<file path="config.mk">
export PLATFORM = sky130hd
export DESIGN_NAME = antialiased_line_rasterizer
export DESIGN_NICKNAME = d
export VERILOG_FILES = /design/src/design/aalr_pkg.sv /design/src/design/aalr_front.sv /design/src/design/aalr_fifo.sv /design/src/design/aalr_div.sv /design/src/design/aalr_back.sv /design/src/design/antialiased_line_rasterizer.sv
export SDC_FILE = /design/constraint.sdc
export NUM_CORES = 1
export LEC_CHECK = 0
export ABC_CLOCK_PERIOD_IN_PS = 8010
export BUFFER_PORTS_ARGS = -buffer_cell sky130_fd_sc_hd__buf_2
export CAP_MARGIN = 5
export CORE_MARGIN = 5
export CORE_UTILIZATION = 45
export CTS_BUF_LIST = sky130_fd_sc_hd__clkbuf_8
export DETAILED_ROUTE_END_ITERATION = 10
export PLACE_DENSITY = 0.67
export SYNTH_ARGS = -nofsm -noshare
export SYNTH_HDL_FRONTEND = slang
export SYNTH_SLANG_ARGS = --single-unit
</file>
<file path="constraint.sdc">
create_clock -name clk -period 8.01 [get_ports clk]
set_clock_uncertainty 0.05 [all_clocks]
set_input_delay 0.4005 -clock clk [delete_from_list [all_inputs] [get_ports clk]]
set_output_delay 0.4005 -clock clk [all_outputs]
set_load 0.005 [all_outputs]
</file>
<file path="src/design/aalr_pkg.sv">
// Shared types and constants for the antialiased line rasterizer.
`timescale 1ns / 1ps
package aalr_pkg;

  localparam int CFG_IDX_W = 2;
  localparam int CFG_DATA_W = 9;
  localparam int COLOR_W = 8;
  localparam int IBITS_W = 4;
  localparam int LEVELS_W = 9;

  localparam logic [CFG_IDX_W-1:0] CFG_BASE_COLOR = 2'd0;
  localparam logic [CFG_IDX_W-1:0] CFG_INTENSITY_BITS = 2'd1;
  localparam logic [CFG_IDX_W-1:0] CFG_NUM_LEVELS = 2'd2;

  localparam logic [COLOR_W-1:0] BASE_COLOR_RST = 8'd255;
  localparam logic [IBITS_W-1:0] INTENSITY_BITS_RST = 4'd8;
  localparam logic [LEVELS_W-1:0] NUM_LEVELS_RST = 9'd256;

  // depth of the queue between classifier and sequencer
  localparam int QDEPTH = 2;

  typedef enum logic [2:0] {
    MODE_IDLE   = 3'd0,
    MODE_HORIZ  = 3'd1,
    MODE_VERT   = 3'd2,
    MODE_DIAG   = 3'd3,
    MODE_YMAJOR = 3'd4,
    MODE_XMAJOR = 3'd5
  } mode_t;

  // classification of one queued item
  typedef struct packed {
    logic  is_adv;
    mode_t mode;
    logic  x_neg;
  } cls_t;

  typedef enum logic [1:0] {
    B_IDLE = 2'd0,
    B_DIV  = 2'd1,
    B_PAIR = 2'd2
  } back_state_t;

endpackage

</file>
<file path="src/design/aalr_front.sv">
// Front end: orders endpoints top to bottom and classifies the line.
`timescale 1ns / 1ps
module aalr_front #(
  parameter int COORD_BITS = 10
) (
  input  logic                  opcode,
  input  logic [COORD_BITS-1:0] start_x,
  input  logic [COORD_BITS-1:0] start_y,
  input  logic [COORD_BITS-1:0] end_x,
  input  logic [COORD_BITS-1:0] end_y,
  output aalr_pkg::cls_t        cls,
  output logic [COORD_BITS-1:0] sx,
  output logic [COORD_BITS-1:0] sy,
  output logic [COORD_BITS-1:0] ex,
  output logic [COORD_BITS-1:0] ey,
  output logic [COORD_BITS-1:0] steps,
  output logic [COORD_BITS-1:0] minor
);
  import aalr_pkg::*;

  logic                  swap;
  logic                  neg;
  logic [COORD_BITS-1:0] dx;
  logic [COORD_BITS-1:0] dy;

  always_comb begin
    swap = start_y > end_y;
    sx = swap ? end_x : start_x;
    sy = swap ? end_y : start_y;
    ex = swap ? start_x : end_x;
    ey = swap ? start_y : end_y;
    neg = ex < sx;
    dx = neg ? sx - ex : ex - sx;
    dy = ey - sy;

    cls.is_adv = opcode;
    cls.x_neg = neg;
    if (dy == '0) begin
      cls.mode = (dx == '0) ? MODE_IDLE : MODE_HORIZ;
      steps = dx;
      minor = '0;
    end else if (dx == '0) begin
      cls.mode = MODE_VERT;
      steps = dy;
      minor = '0;
    end else if (dx == dy) begin
      cls.mode = MODE_DIAG;
      steps = dy;
      minor = '0;
    end else if (dy > dx) begin
      cls.mode = MODE_YMAJOR;
      steps = dy;
      minor = dx;
    end else begin
      cls.mode = MODE_XMAJOR;
      steps = dx;
      minor = dy;
    end
  end

endmodule

</file>
<file path="src/design/aalr_fifo.sv">
// Short queue between the front end and the pixel sequencer.
`timescale 1ns / 1ps
module aalr_fifo #(
  parameter int DATA_W = 8
) (
  input  logic              clk,
  input  logic              rst,
  input  logic              push,
  input  logic [DATA_W-1:0] wdata,
  input  logic              pop,
  output logic [DATA_W-1:0] rdata,
  output logic              full,
  output logic              nonempty
);
  import aalr_pkg::*;

  localparam int PTR_W = (QDEPTH > 1) ? $clog2(QDEPTH) : 1;
  localparam int CNT_W = $clog2(QDEPTH + 1);

  logic [DATA_W-1:0] slots [QDEPTH];
  logic [PTR_W-1:0]  wr_ptr;
  logic [PTR_W-1:0]  rd_ptr;
  logic [CNT_W-1:0]  count;
  logic              do_push;
  logic              do_pop;

  assign full = count == CNT_W'(QDEPTH);
  assign nonempty = count != '0;
  assign do_push = push && !full;
  assign do_pop = pop && nonempty;
  assign rdata = slots[rd_ptr];

  always_ff @(posedge clk) begin
    if (do_push) begin
      slots[wr_ptr] <= wdata;
    end
  end

  always_ff @(posedge clk) begin
    if (rst) begin
      wr_ptr <= '0;
      rd_ptr <= '0;
      count <= '0;
    end else begin
      if (do_push) begin
        wr_ptr <= (wr_ptr == PTR_W'(QDEPTH - 1)) ? '0 : wr_ptr + 1'b1;
      end
      if (do_pop) begin
        rd_ptr <= (rd_ptr == PTR_W'(QDEPTH - 1)) ? '0 : rd_ptr + 1'b1;
      end
      if (do_push && !do_pop) begin
        count <= count + 1'b1;
      end else if (do_pop && !do_push) begin
        count <= count - 1'b1;
      end
    end
  end

endmodule

</file>
<file path="src/design/aalr_div.sv">
// Restoring divider, one quotient bit per cycle: quot = num * 2^Q_W / den.
`timescale 1ns / 1ps
module aalr_div #(
  parameter int NUM_W = 10,
  parameter int Q_W = 32
) (
  input  logic             clk,
  input  logic             rst,
  input  logic             start,
  input  logic [NUM_W-1:0] num,
  input  logic [NUM_W-1:0] den,
  output logic             busy,
  output logic [Q_W-1:0]   quot
);
  import aalr_pkg::*;

  localparam int CNT_W = $clog2(Q_W + 1);

  logic [NUM_W-1:0] rem;
  logic [NUM_W-1:0] divisor;
  logic [CNT_W-1:0] count;
  logic [NUM_W:0]   shifted;
  logic             fits;

  // num < den, so the partial remainder always stays below den
  assign shifted = {rem, 1'b0};
  assign fits = shifted >= {1'b0, divisor};
  assign busy = count != '0;

  always_ff @(posedge clk) begin
    if (start) begin
      rem <= num;
      divisor <= den;
      quot <= '0;
    end else if (busy) begin
      rem <= fits ? NUM_W'(shifted - {1'b0, divisor}) : shifted[NUM_W-1:0];
      quot <= {quot[Q_W-2:0], fits};
    end
  end

  always_ff @(posedge clk) begin
    if (rst) begin
      count <= '0;
    end else if (start) begin
      count <= CNT_W'(Q_W);
    end else if (busy) begin
      count <= count - 1'b1;
    end
  end

endmodule

</file>
<file path="src/design/aalr_back.sv">
// Pixel sequencer: walks the line, runs the slope division, holds the output register.
`timescale 1ns / 1ps
module aalr_back #(
  parameter int COORD_BITS = 10,
  parameter int ERROR_BITS = 32
) (
  input  logic                          clk,
  input  logic                          rst,
  input  logic                          q_valid,
  input  aalr_pkg::cls_t                q_cls,
  input  logic [COORD_BITS-1:0]         q_sx,
  input  logic [COORD_BITS-1:0]         q_sy,
  input  logic [COORD_BITS-1:0]         q_ex,
  input  logic [COORD_BITS-1:0]         q_ey,
  input  logic [COORD_BITS-1:0]         q_steps,
  input  logic [COORD_BITS-1:0]         q_minor,
  output logic                          q_pop,
  input  logic [aalr_pkg::COLOR_W-1:0]  base_color,
  input  logic [aalr_pkg::IBITS_W-1:0]  intensity_bits,
  input  logic [aalr_pkg::LEVELS_W-1:0] num_levels,
  output logic                          out_valid,
  input  logic                          out_stall,
  output logic [COORD_BITS-1:0]         pixel_x,
  output logic [COORD_BITS-1:0]         pixel_y,
  output logic [aalr_pkg::COLOR_W-1:0]  intensity,
  output logic                          run_last,
  output logic                          line_done
);
  import aalr_pkg::*;

  localparam int W_BITS = (1 << IBITS_W) - 1;
  localparam int SH_W = $clog2(ERROR_BITS + 1);

  function automatic logic [COLOR_W-1:0] sat_level(input logic [W_BITS-1:0] w,
                                                   input logic [COLOR_W-1:0] base);
    logic [COLOR_W-1:0] lvl;
    lvl = (w > W_BITS'(base)) ? '0 : base - w[COLOR_W-1:0];
    return lvl;
  endfunction

  back_state_t           state, state_next;
  mode_t                 mode, mode_next;
  logic [COORD_BITS-1:0] cur_x, cur_x_next;
  logic [COORD_BITS-1:0] cur_y, cur_y_next;
  logic [COORD_BITS-1:0] fin_x, fin_x_next;
  logic [COORD_BITS-1:0] fin_y, fin_y_next;
  logic [COORD_BITS-1:0] step_left, step_left_next;
  logic                  x_neg, x_neg_next;
  logic [ERROR_BITS-1:0] err_acc, err_acc_next;
  logic [ERROR_BITS-1:0] err_adj, err_adj_next;
  logic [COORD_BITS-1:0] pair_x, pair_x_next;
  logic [COORD_BITS-1:0] pair_y, pair_y_next;
  logic [COLOR_W-1:0]    pair_int, pair_int_next;
  logic                  out_valid_next;
  logic [COORD_BITS-1:0] pixel_x_next;
  logic [COORD_BITS-1:0] pixel_y_next;
  logic [COLOR_W-1:0]    intensity_next;
  logic                  run_last_next;
  logic                  line_done_next;

  logic                  div_start;
  logic                  div_busy;
  logic [ERROR_BITS-1:0] div_quot;

  logic                  slot_free;
  logic [ERROR_BITS-1:0] acc_sum;
  logic                  carry;
  logic [SH_W-1:0]       shamt;
  logic [ERROR_BITS-1:0] acc_shift;
  logic [W_BITS-1:0]     w;
  logic [LEVELS_W-1:0]   lvl_mask;
  logic [W_BITS-1:0]     w_inv;
  logic [COORD_BITS-1:0] x_step;
  logic [COORD_BITS-1:0] y_step;
  logic [COORD_BITS-1:0] new_x;
  logic [COORD_BITS-1:0] new_y;

  aalr_div #(
    .NUM_W(COORD_BITS),
    .Q_W  (ERROR_BITS)
  ) u_div (
    .clk  (clk),
    .rst  (rst),
    .start(div_start),
    .num  (q_minor),
    .den  (q_steps),
    .busy (div_busy),
    .quot (div_quot)
  );

  // weighting for the next pair step
  always_comb begin
    acc_sum = err_acc + err_adj;
    carry = acc_sum <= err_acc;
    shamt = SH_W'(ERROR_BITS) - SH_W'(intensity_bits);
    acc_shift = acc_sum >> shamt;
    w = (intensity_bits != '0) ? acc_shift[W_BITS-1:0] : '0;
    lvl_mask = num_levels - 1'b1;
    w_inv = w ^ W_BITS'(lvl_mask);
    x_step = x_neg ? cur_x - 1'b1 : cur_x + 1'b1;
    y_step = cur_y + 1'b1;
  end

  always_comb begin
    state_next = state;
    mode_next = mode;
    cur_x_next = cur_x;
    cur_y_next = cur_y;
    fin_x_next = fin_x;
    fin_y_next = fin_y;
    step_left_next = step_left;
    x_neg_next = x_neg;
    err_acc_next = err_acc;
    err_adj_next = err_adj;
    pair_x_next = pair_x;
    pair_y_next = pair_y;
    pair_int_next = pair_int;
    pixel_x_next = pixel_x;
    pixel_y_next = pixel_y;
    intensity_next = intensity;
    run_last_next = run_last;
    line_done_next = line_done;
    q_pop = 1'b0;
    div_start = 1'b0;
    new_x = cur_x;
    new_y = cur_y;

    slot_free = !out_valid || !out_stall;
    out_valid_next = out_valid && out_stall;

    case (state)
      B_IDLE: begin
        if (q_valid && slot_free) begin
          q_pop = 1'b1;
          if (!q_cls.is_adv) begin
            mode_next = q_cls.mode;
            cur_x_next = q_sx;
            cur_y_next = q_sy;
            fin_x_next = q_ex;
            fin_y_next = q_ey;
            step_left_next = q_steps;
            x_neg_next = q_cls.x_neg;
            err_acc_next = '0;
            err_adj_next = '0;
            out_valid_next = 1'b1;
            pixel_x_next = q_sx;
            pixel_y_next = q_sy;
            intensity_next = base_color;
            run_last_next = 1'b1;
            line_done_next = q_cls.mode == MODE_IDLE;
            if (q_cls.mode inside {MODE_YMAJOR, MODE_XMAJOR}) begin
              div_start = 1'b1;
              state_next = B_DIV;
            end
          end else begin
            case (mode)
              MODE_IDLE: begin
              end
              MODE_HORIZ, MODE_VERT, MODE_DIAG: begin
                new_x = (mode != MODE_VERT) ? x_step : cur_x;
                new_y = (mode != MODE_HORIZ) ? y_step : cur_y;
                cur_x_next = new_x;
                cur_y_next = new_y;
                step_left_next = step_left - 1'b1;
                if (step_left == COORD_BITS'(1)) begin
                  mode_next = MODE_IDLE;
                end
                out_valid_next = 1'b1;
                pixel_x_next = new_x;
                pixel_y_next = new_y;
                intensity_next = base_color;
                run_last_next = 1'b1;
                line_done_next = step_left == COORD_BITS'(1);
              end
              MODE_YMAJOR, MODE_XMAJOR: begin
                out_valid_next = 1'b1;
                if (step_left <= COORD_BITS'(1)) begin
                  mode_next = MODE_IDLE;
                  step_left_next = '0;
                  pixel_x_next = fin_x;
                  pixel_y_next = fin_y;
                  intensity_next = base_color;
                  run_last_next = 1'b1;
                  line_done_next = 1'b1;
                end else begin
                  err_acc_next = acc_sum;
                  step_left_next = step_left - 1'b1;
                  if (mode == MODE_YMAJOR) begin
                    new_x = carry ? x_step : cur_x;
                    new_y = y_step;
                    pair_x_next = x_neg ? new_x - 1'b1 : new_x + 1'b1;
                    pair_y_next = new_y;
                  end else begin
                    new_x = x_step;
                    new_y = carry ? y_step : cur_y;
                    pair_x_next = new_x;
                    pair_y_next = new_y + 1'b1;
                  end
                  cur_x_next = new_x;
                  cur_y_next = new_y;
                  pair_int_next = sat_level(w_inv, base_color);
                  pixel_x_next = new_x;
                  pixel_y_next = new_y;
                  intensity_next = sat_level(w, base_color);
                  run_last_next = 1'b0;
                  line_done_next = 1'b0;
                  state_next = B_PAIR;
                end
              end
              default: begin
                mode_next = MODE_IDLE;
              end
            endcase
          end
        end
      end
      B_DIV: begin
        if (!div_busy) begin
          err_adj_next = div_quot;
          state_next = B_IDLE;
        end
      end
      B_PAIR: begin
        if (slot_free) begin
          out_valid_next = 1'b1;
          pixel_x_next = pair_x;
          pixel_y_next = pair_y;
          intensity_next = pair_int;
          run_last_next = 1'b1;
          line_done_next = 1'b0;
          state_next = B_IDLE;
        end
      end
      default: begin
        state_next = B_IDLE;
      end
    endcase
  end

  always_ff @(posedge clk) begin
    if (rst) begin
      state <= B_IDLE;
      mode <= MODE_IDLE;
      out_valid <= 1'b0;
    end else begin
      state <= state_next;
      mode <= mode_next;
      out_valid <= out_valid_next;
    end
  end

  always_ff @(posedge clk) begin
    cur_x <= cur_x_next;
    cur_y <= cur_y_next;
    fin_x <= fin_x_next;
    fin_y <= fin_y_next;
    step_left <= step_left_next;
    x_neg <= x_neg_next;
    err_acc <= err_acc_next;
    err_adj <= err_adj_next;
    pair_x <= pair_x_next;
    pair_y <= pair_y_next;
    pair_int <= pair_int_next;
    pixel_x <= pixel_x_next;
    pixel_y <= pixel_y_next;
    intensity <= intensity_next;
    run_last <= run_last_next;
    line_done <= line_done_next;
  end

endmodule

</file>
<file path="src/design/antialiased_line_rasterizer.sv">
// Top level of the antialiased line rasterizer: config registers, front end, queue, sequencer.
//
//   channel  direction  handshake             payload
//   in       input      in_valid / in_stall   opcode, start_x, start_y, end_x, end_y
//   out      output     out_valid / out_stall pixel_x, pixel_y, intensity, run_last, line_done
//   cfg      input      cfg_valid / cfg_ready cfg_index, cfg_data
//
// Start: first pixel in the cycle after leaving the queue; a line that is neither horizontal,
// vertical nor diagonal then keeps the next item in the queue during the serial divide and
// the quotient load. Advance: a single pixel, or a pair whose partner waits in B_PAIR.
// The queue holds two classified items, so in_stall rises only when both are waiting.
// out_stall holds the output register; the sequencer waits until it is free.
// rst is synchronous and clears the queue, the sequencer and the config registers.
`timescale 1ns / 1ps
module antialiased_line_rasterizer #(
  parameter int COORD_BITS = 10,
  parameter int ERROR_BITS = 32
) (
  input  logic                            clk,
  input  logic                            rst,
  input  logic                            in_valid,
  output logic                            in_stall,
  input  logic                            opcode,
  input  logic [COORD_BITS-1:0]           start_x,
  input  logic [COORD_BITS-1:0]           start_y,
  input  logic [COORD_BITS-1:0]           end_x,
  input  logic [COORD_BITS-1:0]           end_y,
  output logic                            out_valid,
  input  logic                            out_stall,
  output logic [COORD_BITS-1:0]           pixel_x,
  output logic [COORD_BITS-1:0]           pixel_y,
  output logic [aalr_pkg::COLOR_W-1:0]    intensity,
  output logic                            run_last,
  output logic                            line_done,
  input  logic                            cfg_valid,
  output logic                            cfg_ready,
  input  logic [aalr_pkg::CFG_IDX_W-1:0]  cfg_index,
  input  logic [aalr_pkg::CFG_DATA_W-1:0] cfg_data
);
  import aalr_pkg::*;

  localparam int CLS_W = $bits(cls_t);
  localparam int ENTRY_W = CLS_W + 6 * COORD_BITS;

  logic [COLOR_W-1:0]    base_color;
  logic [IBITS_W-1:0]    intensity_bits;
  logic [LEVELS_W-1:0]   num_levels;

  cls_t                  f_cls;
  logic [COORD_BITS-1:0] f_sx, f_sy, f_ex, f_ey, f_steps, f_minor;
  logic [ENTRY_W-1:0]    q_wdata;
  logic [ENTRY_W-1:0]    q_rdata;
  logic                  q_full;
  logic                  q_nonempty;
  logic                  q_pop;

  cls_t                  q_cls;
  logic [COORD_BITS-1:0] q_sx, q_sy, q_ex, q_ey, q_steps, q_minor;

  assign cfg_ready = 1'b1;

  always_ff @(posedge clk) begin
    if (rst) begin
      base_color <= BASE_COLOR_RST;
      intensity_bits <= INTENSITY_BITS_RST;
      num_levels <= NUM_LEVELS_RST;
    end else if (cfg_valid && cfg_ready) begin
      case (cfg_index)
        CFG_BASE_COLOR:     base_color <= cfg_data[COLOR_W-1:0];
        CFG_INTENSITY_BITS: intensity_bits <= cfg_data[IBITS_W-1:0];
        CFG_NUM_LEVELS:     num_levels <= cfg_data[LEVELS_W-1:0];
        default: begin
        end
      endcase
    end
  end

  aalr_front #(
    .COORD_BITS(COORD_BITS)
  ) u_front (
    .opcode (opcode),
    .start_x(start_x),
    .start_y(start_y),
    .end_x  (end_x),
    .end_y  (end_y),
    .cls    (f_cls),
    .sx     (f_sx),
    .sy     (f_sy),
    .ex     (f_ex),
    .ey     (f_ey),
    .steps  (f_steps),
    .minor  (f_minor)
  );

  assign q_wdata = {f_cls, f_sx, f_sy, f_ex, f_ey, f_steps, f_minor};
  assign in_stall = q_full;

  aalr_fifo #(
    .DATA_W(ENTRY_W)
  ) u_queue (
    .clk     (clk),
    .rst     (rst),
    .push    (in_valid),
    .wdata   (q_wdata),
    .pop     (q_pop),
    .rdata   (q_rdata),
    .full    (q_full),
    .nonempty(q_nonempty)
  );

  assign {q_cls, q_sx, q_sy, q_ex, q_ey, q_steps, q_minor} = q_rdata;

  aalr_back #(
    .COORD_BITS(COORD_BITS),
    .ERROR_BITS(ERROR_BITS)
  ) u_back (
    .clk           (clk),
    .rst           (rst),
    .q_valid       (q_nonempty),
    .q_cls         (q_cls),
    .q_sx          (q_sx),
    .q_sy          (q_sy),
    .q_ex          (q_ex),
    .q_ey          (q_ey),
    .q_steps       (q_steps),
    .q_minor       (q_minor),
    .q_pop         (q_pop),
    .base_color    (base_color),
    .intensity_bits(intensity_bits),
    .num_levels    (num_levels),
    .out_valid     (out_valid),
    .out_stall     (out_stall),
    .pixel_x       (pixel_x),
    .pixel_y       (pixel_y),
    .intensity     (intensity),
    .run_last      (run_last),
    .line_done     (line_done)
  );

endmodule

</file>
# Word level (Yosys, flattened, before mapping)
# Memories as Yosys holds them, arrays and structs flattened. A register that Yosys moved wholly into a read port is not among the register bits.
# Cells that the tools add are included.
# word_totals
regBits	262
ram_bits	130
input_bits	57
out_inout_bits	33
word_cells	247
mem_count	1
# classes
add_sub_neg	21
order_cmp	8
n_eq_ne	31
shift	1
muxes	110
n_bitwise	3
n_reduce_logical	42
# memory_table
memory	words	width	read_ports	rd_ports_with_merged_regs	write_ports	line	source
u_queue.slots	2	65	1	1	1	aalr_fifo.sv:20	logic [DATA_W-1:0] slots [QDEPTH];
# ops
operator	count
$mux 10	40
$mux 32	5
$pmux 10 s2	7
$pmux 32 s2	1
$add 10x1->10 const B	4
$mux 8	5
$sub 10x10->10	4
$add 32x32->32	1
$le 32x32->1	1
$pmux 8 s2	2
$shr 32x6->15	1
$gt 15x8->1	2
$sub 10x1->10 const B	3
$mux 1	25
$gt 10x10->1	2
$logic_not 10->1	2
$mux 2	9
$mux 3	6
$reduce_and 4->1	4
$sub 8x8->8	2
$mux 15	1
$xor 15x9->15	1
$eq 3x3->1 const B	4
$mux 6	2
other kinds (40)	82

# Longest topological paths before layout
# Gate-level depths: netlist of run 1.
# logic_depth
ltp_word	10
mapped_depth	31
depth_no_buf	30

# Modules after synthesis
# A second synthesis of run 1 with hierarchy kept.
# unflattened
hier_cells	2710
area_unflattened_um2	26212.6
# by_module_without_submodules
mod	n_inst	cells_per_inst	area_per_inst_um2	seq_area_each_um2
aalr_back	1	1562	14480.1	5315.1
aalr_fifo	1	227	4903.5	4003.8
aalr_front	1	543	3250.6	0.0
aalr_div	1	285	2657.5	1361.3
antialiased_line_rasterizer	1	93	920.9	420.4

# Worst setup path after synthesis of run 1
# Ideal clock, no wire load.
# synth_path
path_type	reg2reg
from	register u_back.err_acc[0]
to	register u_back.pair_x[9], data pin
setup_time_ns	0.277
t_arrival_ns	6.439
required_ns	7.683
setup_slack_ns	1.244
path_stages_with_launch	28
n_path_buf	1
period_less_slack_ns	6.766
cell_sequence	edfxtp_1 -> ha_1 -> fa_1 -> a211oi_1 -> o21ai_0 -> a31oi_1 -> nor4_1 -> o21ai_0 -> a21oi_1 -> xnor2_1 -> inv_1 -> ha_1 -> nand4_1 -> nor4_1 -> nand4_1 -> nand2_1 -> clkbuf_1 -> mux2_2 -> ha_1 -> inv_1 -> o311ai_0 -> a41oi_1 -> a211o_1 -> o21bai_1 -> a21oi_1 -> xnor2_1 -> mux2i_1 -> a221oi_1
# synth_between
elab_chain_cells	6
elab_cells_between_ends	7
cone_classes	add/sub: 3; order compare: 1; mux: 3
# synth_lines
item	line	source
start, declared	aalr_back.sv:49	logic [ERROR_BITS-1:0] err_acc, err_acc_next;
start signal, assigned	aalr_back.sv:259	err_acc <= err_acc_next;
$add 32x32->32 *	aalr_back.sv:93	acc_sum = err_acc + err_adj;
net u_back.acc_sum[24]	aalr_back.sv:66	logic [ERROR_BITS-1:0] acc_sum;
$le 32x32->1 *	aalr_back.sv:94	carry = acc_sum <= err_acc;
$mux 10 *	aalr_back.sv:189	new_x = carry ? x_step : cur_x;
$add 10x1->10 / $sub 10x1->10 (equally long branches)	aalr_back.sv:191	pair_x_next = x_neg ? new_x - 1'b1 : new_x + 1'b1;
$mux 10 *	aalr_back.sv:191	
$mux 10 *	aalr_back.sv:188	if (mode == MODE_YMAJOR) begin
end signal, assigned	aalr_back.sv:261	pair_x <= pair_x_next;
end, declared	aalr_back.sv:51	logic [COORD_BITS-1:0] pair_x, pair_x_next;
# The timed path passes the listed nets; every way through them passes the cells marked *.
# A chain may end at the register's enable or synchronous reset.

# Worst setup path after layout of run 1
# Ends and elaborated chain as after synthesis.

==> flow_metrics.tcl, run 1 <==
set metrics [dict create \
    outcome "complete, no violations" \
    grt_pass1_wl_um 105000 \
    grt_overflow 0 \
    drv_cap 0 \
    critPathCaptureType "flip-flop" \
    grt_use_met2_pct 35.5 \
    power_switching_mw 6.28 \
    ys_ff_latch 393 \
    cp_slowest_cell "nor4_1" \
    cpMostUsedCell "ha_1" \
    routed_wl_um 66200 \
    dp_hpwl_um 48100 \
    synthSimpleGateAreaFrac_pct 16.2 \
    grtUsageMet3_pct 2.63 \
    grt.total_usage_pct 21.3 \
    fill_cells 5103 \
    hold_class "input port to flip-flop" \
    reg2reg_depth 30 \
    wl_per_cell_um 18.8 \
    synth_top_cell_area_share_pct 38.4 \
    drv_slew 0 \
    r2r_start "u_back.err_acc[0]" \
    hold_path_startpoint "end_x[1]" \
    synth.net_count 2849 \
    antenna_found_initial 1 \
    crit_fanout 7 \
    post-route-period-util_pct 93.4 \
    grt_use_met1_pct 28.7 \
    period_minus_slack_ps 7480 \
    first_iter_violations 1633 \
    clkPwrFrac_pct 14.0 \
    drtAntennaViolNets 0 \
    synth-xor-area-share_pct 5.32 \
    worstPathArrival_ps 7790 \
    core_mm2 0.0554 \
    synthCells 2636 \
    cts_tree "done" \
    cts_buffer_depth 3 \
    yosys_warnings 0 \
    ys_seq_area_share_pct 43.9 \
    yosysTopAreaCell "edfxtp_1" \
    combinationalPowerShare_pct 59.5 \
    port_buffers 88 \
    netlist_top_cells_area "edfxtp_1 38%, ha_1 7.4%, dfxtp_1 5.5%, nand2_1 4.9%, a21oi_1 3.6%" \
    viasPerCell 5.64 \
    ys_types 96 \
    place.gp.congestion 0.940 \
    area_growth_pct 10.9 \
    swShare_pct 45.2 \
    dr.pass1.iters 5 \
    synth_top_family_by_area "compound AO/OA/AOI/OAI gates" \
    die_h_um 247 \
    synth_fa_ha_area_share_pct 7.98 \
    rsz0062_at_grt "false" \
    multi_input_area_mm2 0.0132 \
    htreeDepth 3 \
    max_freq_mhz 134 \
    dp_worst_setup_slack_ps 334 \
    die_area_mm2 0.0610 \
    seq_power_share_pct 26.5 \
    worst_path_largest_cell_delay_ps 500 \
    worstHoldEndpoint "u_queue.slots[0][51]" \
    drc 0 \
    setup_ws_ps 529 \
    clk_pin_slew_worst_paths_ps 60 \
    start_util_pct 45.6 \
    p_per_area_mw_per_mm2 496 \
    synth_compound_area_share_pct 17.1 \
    hold_depth 3 \
    intPower_mw 7.62 \
    grt_max_degree 74 \
    async_flop_share_pct 0 \
    synth.area.mux_share_pct 5.20 \
    synthesis.area_mm2 0.0253 \
    synth_area_per_cell_um2 9.59 \
    pin_count 90 \
    synthFlopType "edfxtp_1" \
    ff_latch_area_mm2 0.0111 \
    drive_gt1_share_pct 11.8 \
    num_vias 19900 \
    setup_viol_count_final 0 \
    critical-path-top-delay-family "compound AO/OA/AOI/OAI gates" \
    required_ps 8320 \
    busiest_layer "met2" \
    cp-startpoint "u_back.err_acc[0]" \
    die_w_um 247 \
    tns_ps 0 \
    root_buffer "clkbuf_8" \
    reg2reg_setup_slack_ps 530 \
    slew_headroom_pct 17.6 \
    tightest_slew_ps 1230 \
    core.rowCount 86 \
    cts_sinks 393 \
    path_class "flip-flop to flip-flop" \
    critical_path_buf_inv_count 3 \
    worst_setup_path_start_kind "flip-flop" \
    ir_worst_vdd_mv 0.293 \
    grt_pass1_vias 19400 \
    finalHoldViolCount 0 \
    insertion_delay_ps 660 \
    nNetsFinal 2935 \
    power.leakage_nw 11.2 \
    synth_edf_count 323 \
    cts_buffers 72 \
    rr_endpoint "u_back.pair_x[9]" \
]
-- layout make-up --
| type | count | share of cell area (%) |
|---|---|---|
| diodes | 1 | 0.00892 |
| multi-input cells | 1966 | 46.9 |
| repair buffers | 131 | 2.81 |
| clock inverters | 54 | 1.53 |
| inverters | 158 | 2.11 |
| well taps | 748 | 3.34 |
| clock buffers | 75 | 3.68 |
| flip-flops and latches | 393 | 39.6 |
-- logic make-up after synthesis --
kind of cell | Yosys count
buffers and inverters | 277
flip-flops | 393
XOR/XNOR | 151
adder cells (fa/ha/maj) | 158
other | 1
AO/OA/AOI/OAI | 663
AND/OR/NAND/NOR | 869
multiplexers | 124
-- timing repair --
item	4_1_cts	5_1_grt
hold buffers	10	0
setup buffers	0	3
endpoints found under the setup margin	0	2
gates resized for setup	0	2
hold endpoints to repair	21	0
-- how the worst max path moves through the flow --
stage                                  end  slack, ps  cells after the start
after floorplan           u_back.pair_x[9]       1240                     27
after global placement    u_back.pair_x[9]        520                     29
after detailed placement  u_back.pair_x[9]        330                     31
after CTS                 u_back.pair_x[9]        300                     31
after global routing      u_back.pair_x[9]         20                     30
final                     u_back.pair_x[9]        530                     30
-- sequential cells by signal (all words and copies together), names as in the netlist, 2 cells and up, named ones only --
| register | flops |
|---|---|
| u_back.u_div.quot | 32 |
| u_back.fin_x | 10 |
| u_back.cur_x | 10 |
| u_back.err_adj | 32 |
| u_back.cur_y | 10 |
| u_back.pair_x | 10 |
| u_back.mode | 3 |
| u_back.pair_int | 8 |
| base_color | 8 |
| intensity_bits | 4 |
| u_back.pixel_x | 10 |
| u_back.step_left | 10 |
| u_back.pair_y | 10 |
| u_back.u_div.divisor | 10 |
| u_back.fin_y | 10 |
| u_queue.slots | 130 |
| u_back.state | 2 |
| u_queue.count | 2 |
| u_back.u_div.count | 6 |
| num_levels | 9 |
| u_back.intensity | 8 |
| u_back.err_acc | 32 |
| u_back.u_div.rem | 10 |
| u_back.pixel_y | 10 |
-- placed cells by master (no fill, tap or decap), types with 37 or more instances in the layout --
cell | Yosys | final
mux2i_1 | 74 | 73
edfxtp_1 | 323 | 323
nor2_1 | 203 | 197
a21o_1 | 48 | 48
nor2b_1 | 44 | 44
and2_1 | 57 | 57
mux2_2 | 48 | 48
nand2_1 | 332 | 332
xor2_1 | 51 | 51
dfxtp_1 | 70 | 69
inv_1 | 156 | 170
clkbuf_8 | 0 | 75
ha_1 | 150 | 150
nand3_1 | 37 | 37
xnor2_1 | 97 | 97
a21oi_1 | 183 | 183
o21ai_0 | 152 | 151
nor3_1 | 49 | 48
buf_2 | 5 | 88
-- synth_stat cells, types with 26 or more instances --
library cell,number
a21o_1,48
a21oi_1,183
a31oi_1,26
and2_1,57
clkbuf_1,98
dfxtp_1,70
edfxtp_1,323
ha_1,150
inv_1,156
mux2_2,48
mux2i_1,74
nand2_1,332
nand2b_1,28
nand3_1,37
nand4_1,30
nor2_1,203
nor2b_1,44
nor3_1,49
o21ai_0,152
xnor2_1,97
xor2_1,51
-- power by group through the flow --
stage,combinational [mW],clock (mW),sequential [mW]
detailed placement,8.16,0,3.72
finish,8.27,1.94,3.69
CTS,8.23,2.00,3.69
global route,9.21,2.09,3.75
global placement,7.98,0,3.69
floorplan,6.20,0,3.56
-- routing by layer --
metal  vias up  wire length [µm]
met4         0              1860
met5         -                 0
met3       107              3370
li1       9718                 -
met1      9494             29600
met2       554             31400
-- metrics by stage --
stage               power [mW]  std cells  util (%)  instance area (µm²)  hold WS, ps
floorplan                 9.76       2636         -                25300          377
global placement          11.7       3383      47.7                26500          385
detailed placement        11.9       3383      47.7                26500          403
CTS                       13.9       3522      50.6                28000         3.02
global route              15.1       3526      50.6                28000         49.4
finish                    13.9       3526      50.6                28000         74.8
-- worst reg2reg max path, delay by kind of cell (launching register included) --
kind                     cells  cell delay, ps
multiplexers                 2             570
XOR/XNOR                     2             630
buffers and inverters        3             440
AND/OR/NAND/NOR              6            1230
AO/OA/AOI/OAI               13            2520
flip-flops                   1             430
adder cells (fa/ha/maj)      4            1330
No activity file was read; power rests on OpenSTA's default activity.
==> run 2: changes to the inputs <==
Settings changed: CORE_UTILIZATION 45 to 55, PLACE_DENSITY 0.67 to 0.78.
==> flow_metrics.tcl, run 2 (synthesized netlist as in run 1, its figures left out) <==
set metrics [dict create \
    dp_hpwl_um 46300 \
    start_util_pct 55.7 \
    wl_per_cell_um 18.9 \
    period_minus_slack_ps 7520 \
    drv_slew 0 \
    largest-register "u_queue.slots" \
    cts_buffers 68 \
    ff_latch_area_mm2 0.0111 \
    cts_tree "done" \
    routed_wl_um 63600 \
    nNetsFinal 2924 \
    core.rowCount 78 \
    fill_cells 3818 \
    hold_class "input port to flip-flop" \
    multi_input_area_mm2 0.0132 \
    max_freq_mhz 133 \
    cts_buffer_depth 3 \
    num_vias 20100 \
    first_iter_violations 1740 \
    insertion_delay_ps 660 \
    worst_setup_path_start_kind "flip-flop" \
    crit_fanout 7 \
    area_growth_pct 9.39 \
    drtAntennaViolNets 0 \
    p_per_area_mw_per_mm2 493 \
    slew_headroom_pct 14.8 \
    final_common_cell "nand2_1" \
    cp_slowest_cell "fa_1" \
    largest_reg_flops 130 \
    dr.pass1.iters 6 \
    grt_max_degree 74 \
    grt_overflow 0 \
    finalHoldViolCount 0 \
    power.leakage_nw 11.1 \
    port_buffers 88 \
    outcome "complete, no violations" \
    die_h_um 224 \
    viasPerCell 5.98 \
    critPathCaptureType "flip-flop" \
    grt.total_usage_pct 24.7 \
    worst_path_largest_cell_delay_ps 490 \
    tightest_slew_ps 1270 \
    post-route-cell-area_mm2 0.0277 \
    path_class "flip-flop to flip-flop" \
    pin_count 90 \
    tns_ps 0 \
    ir_worst_vdd_mv 0.289 \
    die_area_mm2 0.0504 \
    dp_worst_setup_slack_ps 409 \
    place.gp.congestion 0.948 \
    clk_pin_slew_worst_paths_ps 60 \
    core_mm2 0.0454 \
    place_area_mm2 0.0262 \
    drive_gt1_share_pct 11.1 \
    required_ps 8300 \
    setup_viol_count_final 0 \
    worstPathArrival_ps 7810 \
    setup_ws_ps 490 \
    antenna_found_initial 1 \
    rsz0062_at_grt "false" \
    grt_pass1_vias 19800 \
    drv_cap 0 \
    final_cell_mix "332 x nand2_1, 323 x edfxtp_1, 197 x nor2_1, 186 x inv_1, 183 x a21oi_1" \
    post-route-period-util_pct 93.9 \
    htreeDepth 3 \
    die_w_um 224 \
    grt_pass1_wl_um 102000 \
    root_buffer "clkbuf_8" \
    drc 0 \
    cts_sinks 393 \
]
[run 2: changes by cell type in the layout (fill, tap and decap cells not counted), moves of 2 or more]
cell        previous run  this run
inv_1                170       186
clkinv_2              12         4
buf_4                 33        27
bufinv_16              5         1
clkinv_1              11         7
clkinvlp_4             5         2
clkinv_4               2         0
[run 2: path summary, 6_finish.rpt]
| path | startpoint | to | slack (ps) | cells after the start |
|---|---|---|---|---|
| hold reg to reg | u_back.u_div.quot[31] | u_back.u_div.quot[31] | 400 | 2 |
| setup / recovery | u_back.err_acc[0] | u_back.pair_x[9] | 490 | 30 |
| hold / removal | cfg_data[8] | num_levels[8] | 70 | 4 |
| setup reg to reg | u_back.err_acc[0] | u_back.pair_x[9] | 490 | 30 |
[run 2: critical path, delay by kind of cell (launching register included)]
kind / cells / cell delay [ps]
AO/OA/AOI/OAI: 16 / 3270
adder cells (fa/ha/maj): 4 / 1250
XOR/XNOR: 2 / 660
AND/OR/NAND/NOR: 4 / 640
multiplexers: 2 / 630
flip-flops: 1 / 430
buffers and inverters: 2 / 280
[run 2: repair_timing]
item | in CTS | in global routing
buffers inserted | 0 | 2
gates resized for setup | 0 | 4
setup endpoints to repair | 0 | 1
endpoints found under the hold margin | 13 | 0
hold buffers | 9 | 0
[run 2: final cells by class]
class / instances / share of cell area [%]
diodes: 1 / 0.00905
inverters: 158 / 2.14
flip-flops and latches: 393 / 40.1
clock buffers: 76 / 3.78
multi-input cells: 1966 / 47.6
clock inverters: 47 / 0.905
repair buffers: 124 / 2.65
well taps: 600 / 2.71
[run 2: per-stage QoR]
stage	power [mW]	hold WS (ps)	cells	util, %
2_1_floorplan	9.76	377	2636	-
3_3_place_gp	11.5	388	3230	57.8
3_5_place_dp	11.8	398	3230	57.8
4_1_cts	13.6	20.8	3362	60.9
5_1_grt	14.8	83.5	3365	60.9
6_report	13.6	66.9	3365	60.9
[run 2: routing by layer]
layer | GRT usage [%] | part of all wire, %
met3 | 3.75 | 6.5
met1 | 32.8 | 43
met5 | 0 | 0
met4 | 10.7 | 3.6
met2 | 40.8 | 47
[run 2: report_power, final]
group	leakage, nW	internal [mW]	switching (mW)	total, mW
combinational	6.76	3.25	4.98	8.23
sequential	3.59	3.30	0.389	3.69
clock	0.771	0.910	0.812	1.72
total	11.1	7.46	6.18	13.6
==> run 3: changes to the inputs <==
Settings changed: CORE_UTILIZATION 55 to 65, PLACE_DENSITY 0.78 to 0.89.
==> flow_metrics.tcl, run 3 (synthesized netlist as in run 1, its figures left out) <==
set metrics [dict create \
    fill_cells 2809 \
    worstPathArrival_ps 7690 \
    cts_sinks 393 \
    largest-register "u_queue.slots" \
    tightest_slew_ps 1290 \
    worst_path_largest_cell_delay_ps 510 \
    tns_ps 0 \
    cp_slowest_cell "fa_1" \
    worst_setup_path_start_kind "flip-flop" \
    die_h_um 207 \
    start_util_pct 65.6 \
    max_freq_mhz 136 \
    cts_buffers 61 \
    critPathCaptureType "flip-flop" \
    drive_gt1_share_pct 10.9 \
    r2r_start "u_back.err_acc[0]" \
    port_buffers 88 \
    antenna_found_initial 0 \
    grt_overflow 0 \
    htreeDepth 2 \
    outcome "complete, no violations" \
    dr.pass1.iters 6 \
    grt_pass1_wl_um 104000 \
    grt_max_degree 77 \
    die_w_um 207 \
    dp_hpwl_um 46700 \
    routed_wl_um 65400 \
    finalHoldViolCount 0 \
    hold_depth 3 \
    cts_tree "done" \
    area_growth_pct 8.51 \
    rsz0062_at_grt "false" \
    insertion_delay_ps 670 \
    rr_endpoint "u_back.pair_x[9]" \
    hold_path_startpoint "end_y[8]" \
    cts_buffer_depth 3 \
    root_buffer "clkbuf_8" \
    final_cell_mix "332 x nand2_1, 323 x edfxtp_1, 197 x nor2_1, 183 x a21oi_1, 174 x inv_1" \
    core_mm2 0.0386 \
    hold_class "input port to flip-flop" \
    reg2reg_setup_slack_ps 650 \
    required_ps 8340 \
    grt.total_usage_pct 29.3 \
    drv_slew 0 \
    path_class "flip-flop to flip-flop" \
    worstHoldEndpoint "u_queue.slots[0][28]" \
    first_iter_violations 2331 \
    final_common_cell "nand2_1" \
    pin_count 90 \
    clk_pin_slew_worst_paths_ps 70 \
    wl_per_cell_um 20.0 \
    period_minus_slack_ps 7360 \
    cpMostUsedCell "ha_1" \
    die_area_mm2 0.0429 \
    drv_cap 0 \
    core.rowCount 72 \
    nNetsFinal 2916 \
    drtAntennaViolNets 0 \
    post-route-period-util_pct 91.9 \
    slew_headroom_pct 13.5 \
    place.gp.congestion 0.970 \
    antenna_cells 0 \
    grt_pass1_vias 20100 \
    setup_viol_count_final 0 \
    largest_reg_flops 130 \
    num_vias 20600 \
    crit_fanout 7 \
    reg2reg_depth 28 \
    drc 0 \
    viasPerCell 6.31 \
]
run 3: cell types whose count changed in the layout (fill, tap and decap cells not counted), moves of 2 or more:
cell       before  now
clkinv_1        7   15
buf_4          27   25
clkinv_2        4    9
bufinv_16       1    3
inv_6           3    1
clkbuf_8       76   64
inv_1         186  174
run 3: how the worst max path moves through the flow:
| stage | start | to | slack [ps] |
|---|---|---|---|
| after floorplan | u_back.err_acc[0] | u_back.pair_x[9] | 1240 |
| after detailed placement | u_back.err_acc[0] | u_back.pair_x[9] | 490 |
| after CTS | u_back.err_acc[0] | u_back.pair_x[9] | 400 |
| after global routing | u_back.err_acc[0] | u_back.pair_x[9] | 40 |
| final | u_back.err_acc[0] | u_back.pair_x[9] | 650 |
| after global placement | u_back.err_acc[0] | u_back.pair_x[9] | 810 |
run 3: area by class of cell:
type,instances,area [µm²],share of cell area [%]
inverters,158,593,2.16
flip-flops and latches,393,11100,40.5
clock buffers,64,881,3.21
multi-input cells,1966,13200,48.0
clock inverters,48,299,1.09
well taps,518,648,2.36
repair buffers,123,728,2.65
run 3: per-stage QoR:
step           cells  utilization [%]  hold WS (ps)  instance area, µm²  setup WS [ps]
5_1_grt         3270             71.2          51.5               27400           36.2
6_report        3270             71.2          72.5               27400            652
4_1_cts         3268             71.0          14.1               27400            399
3_3_place_gp    3146             67.7           388               26100            812
2_1_floorplan   2636                -           377               25300           1240
3_5_place_dp    3146             67.7           405               26100            492
run 3: per-layer routing:
| layer | vias up | part of all wire (%) | global-route usage, % |
|---|---|---|---|
| li1 | 9681 | - | - |
| met1 | 9770 | 40 | 38.9 |
| met2 | 1008 | 48 | 49.1 |
| met3 | 181 | 8.7 | 4.37 |
| met4 | 0 | 3.7 | 11.4 |
| met5 | - | 0 | 0 |
run 3: worst max-delay path: cells and delay by family (launching register included):
kind,cells,cell delay (ps)
AO/OA/AOI/OAI,12,2800
adder cells (fa/ha/maj),4,1360
multiplexers,2,630
XOR/XNOR,2,530
flip-flops,1,450
AND/OR/NAND/NOR,6,990
buffers and inverters,2,250
run 3: what timing repair did:
action,CTS,global route
hold buffers,10,0
setup endpoints to repair,0,2
gates resized for setup,0,4
setup buffers,0,2
hold endpoints to repair,22,0
Power of run 3 is left out: the tool's default activity adds up to more than one toggle a clock period on the data nets, which glitch-free logic cannot reach.
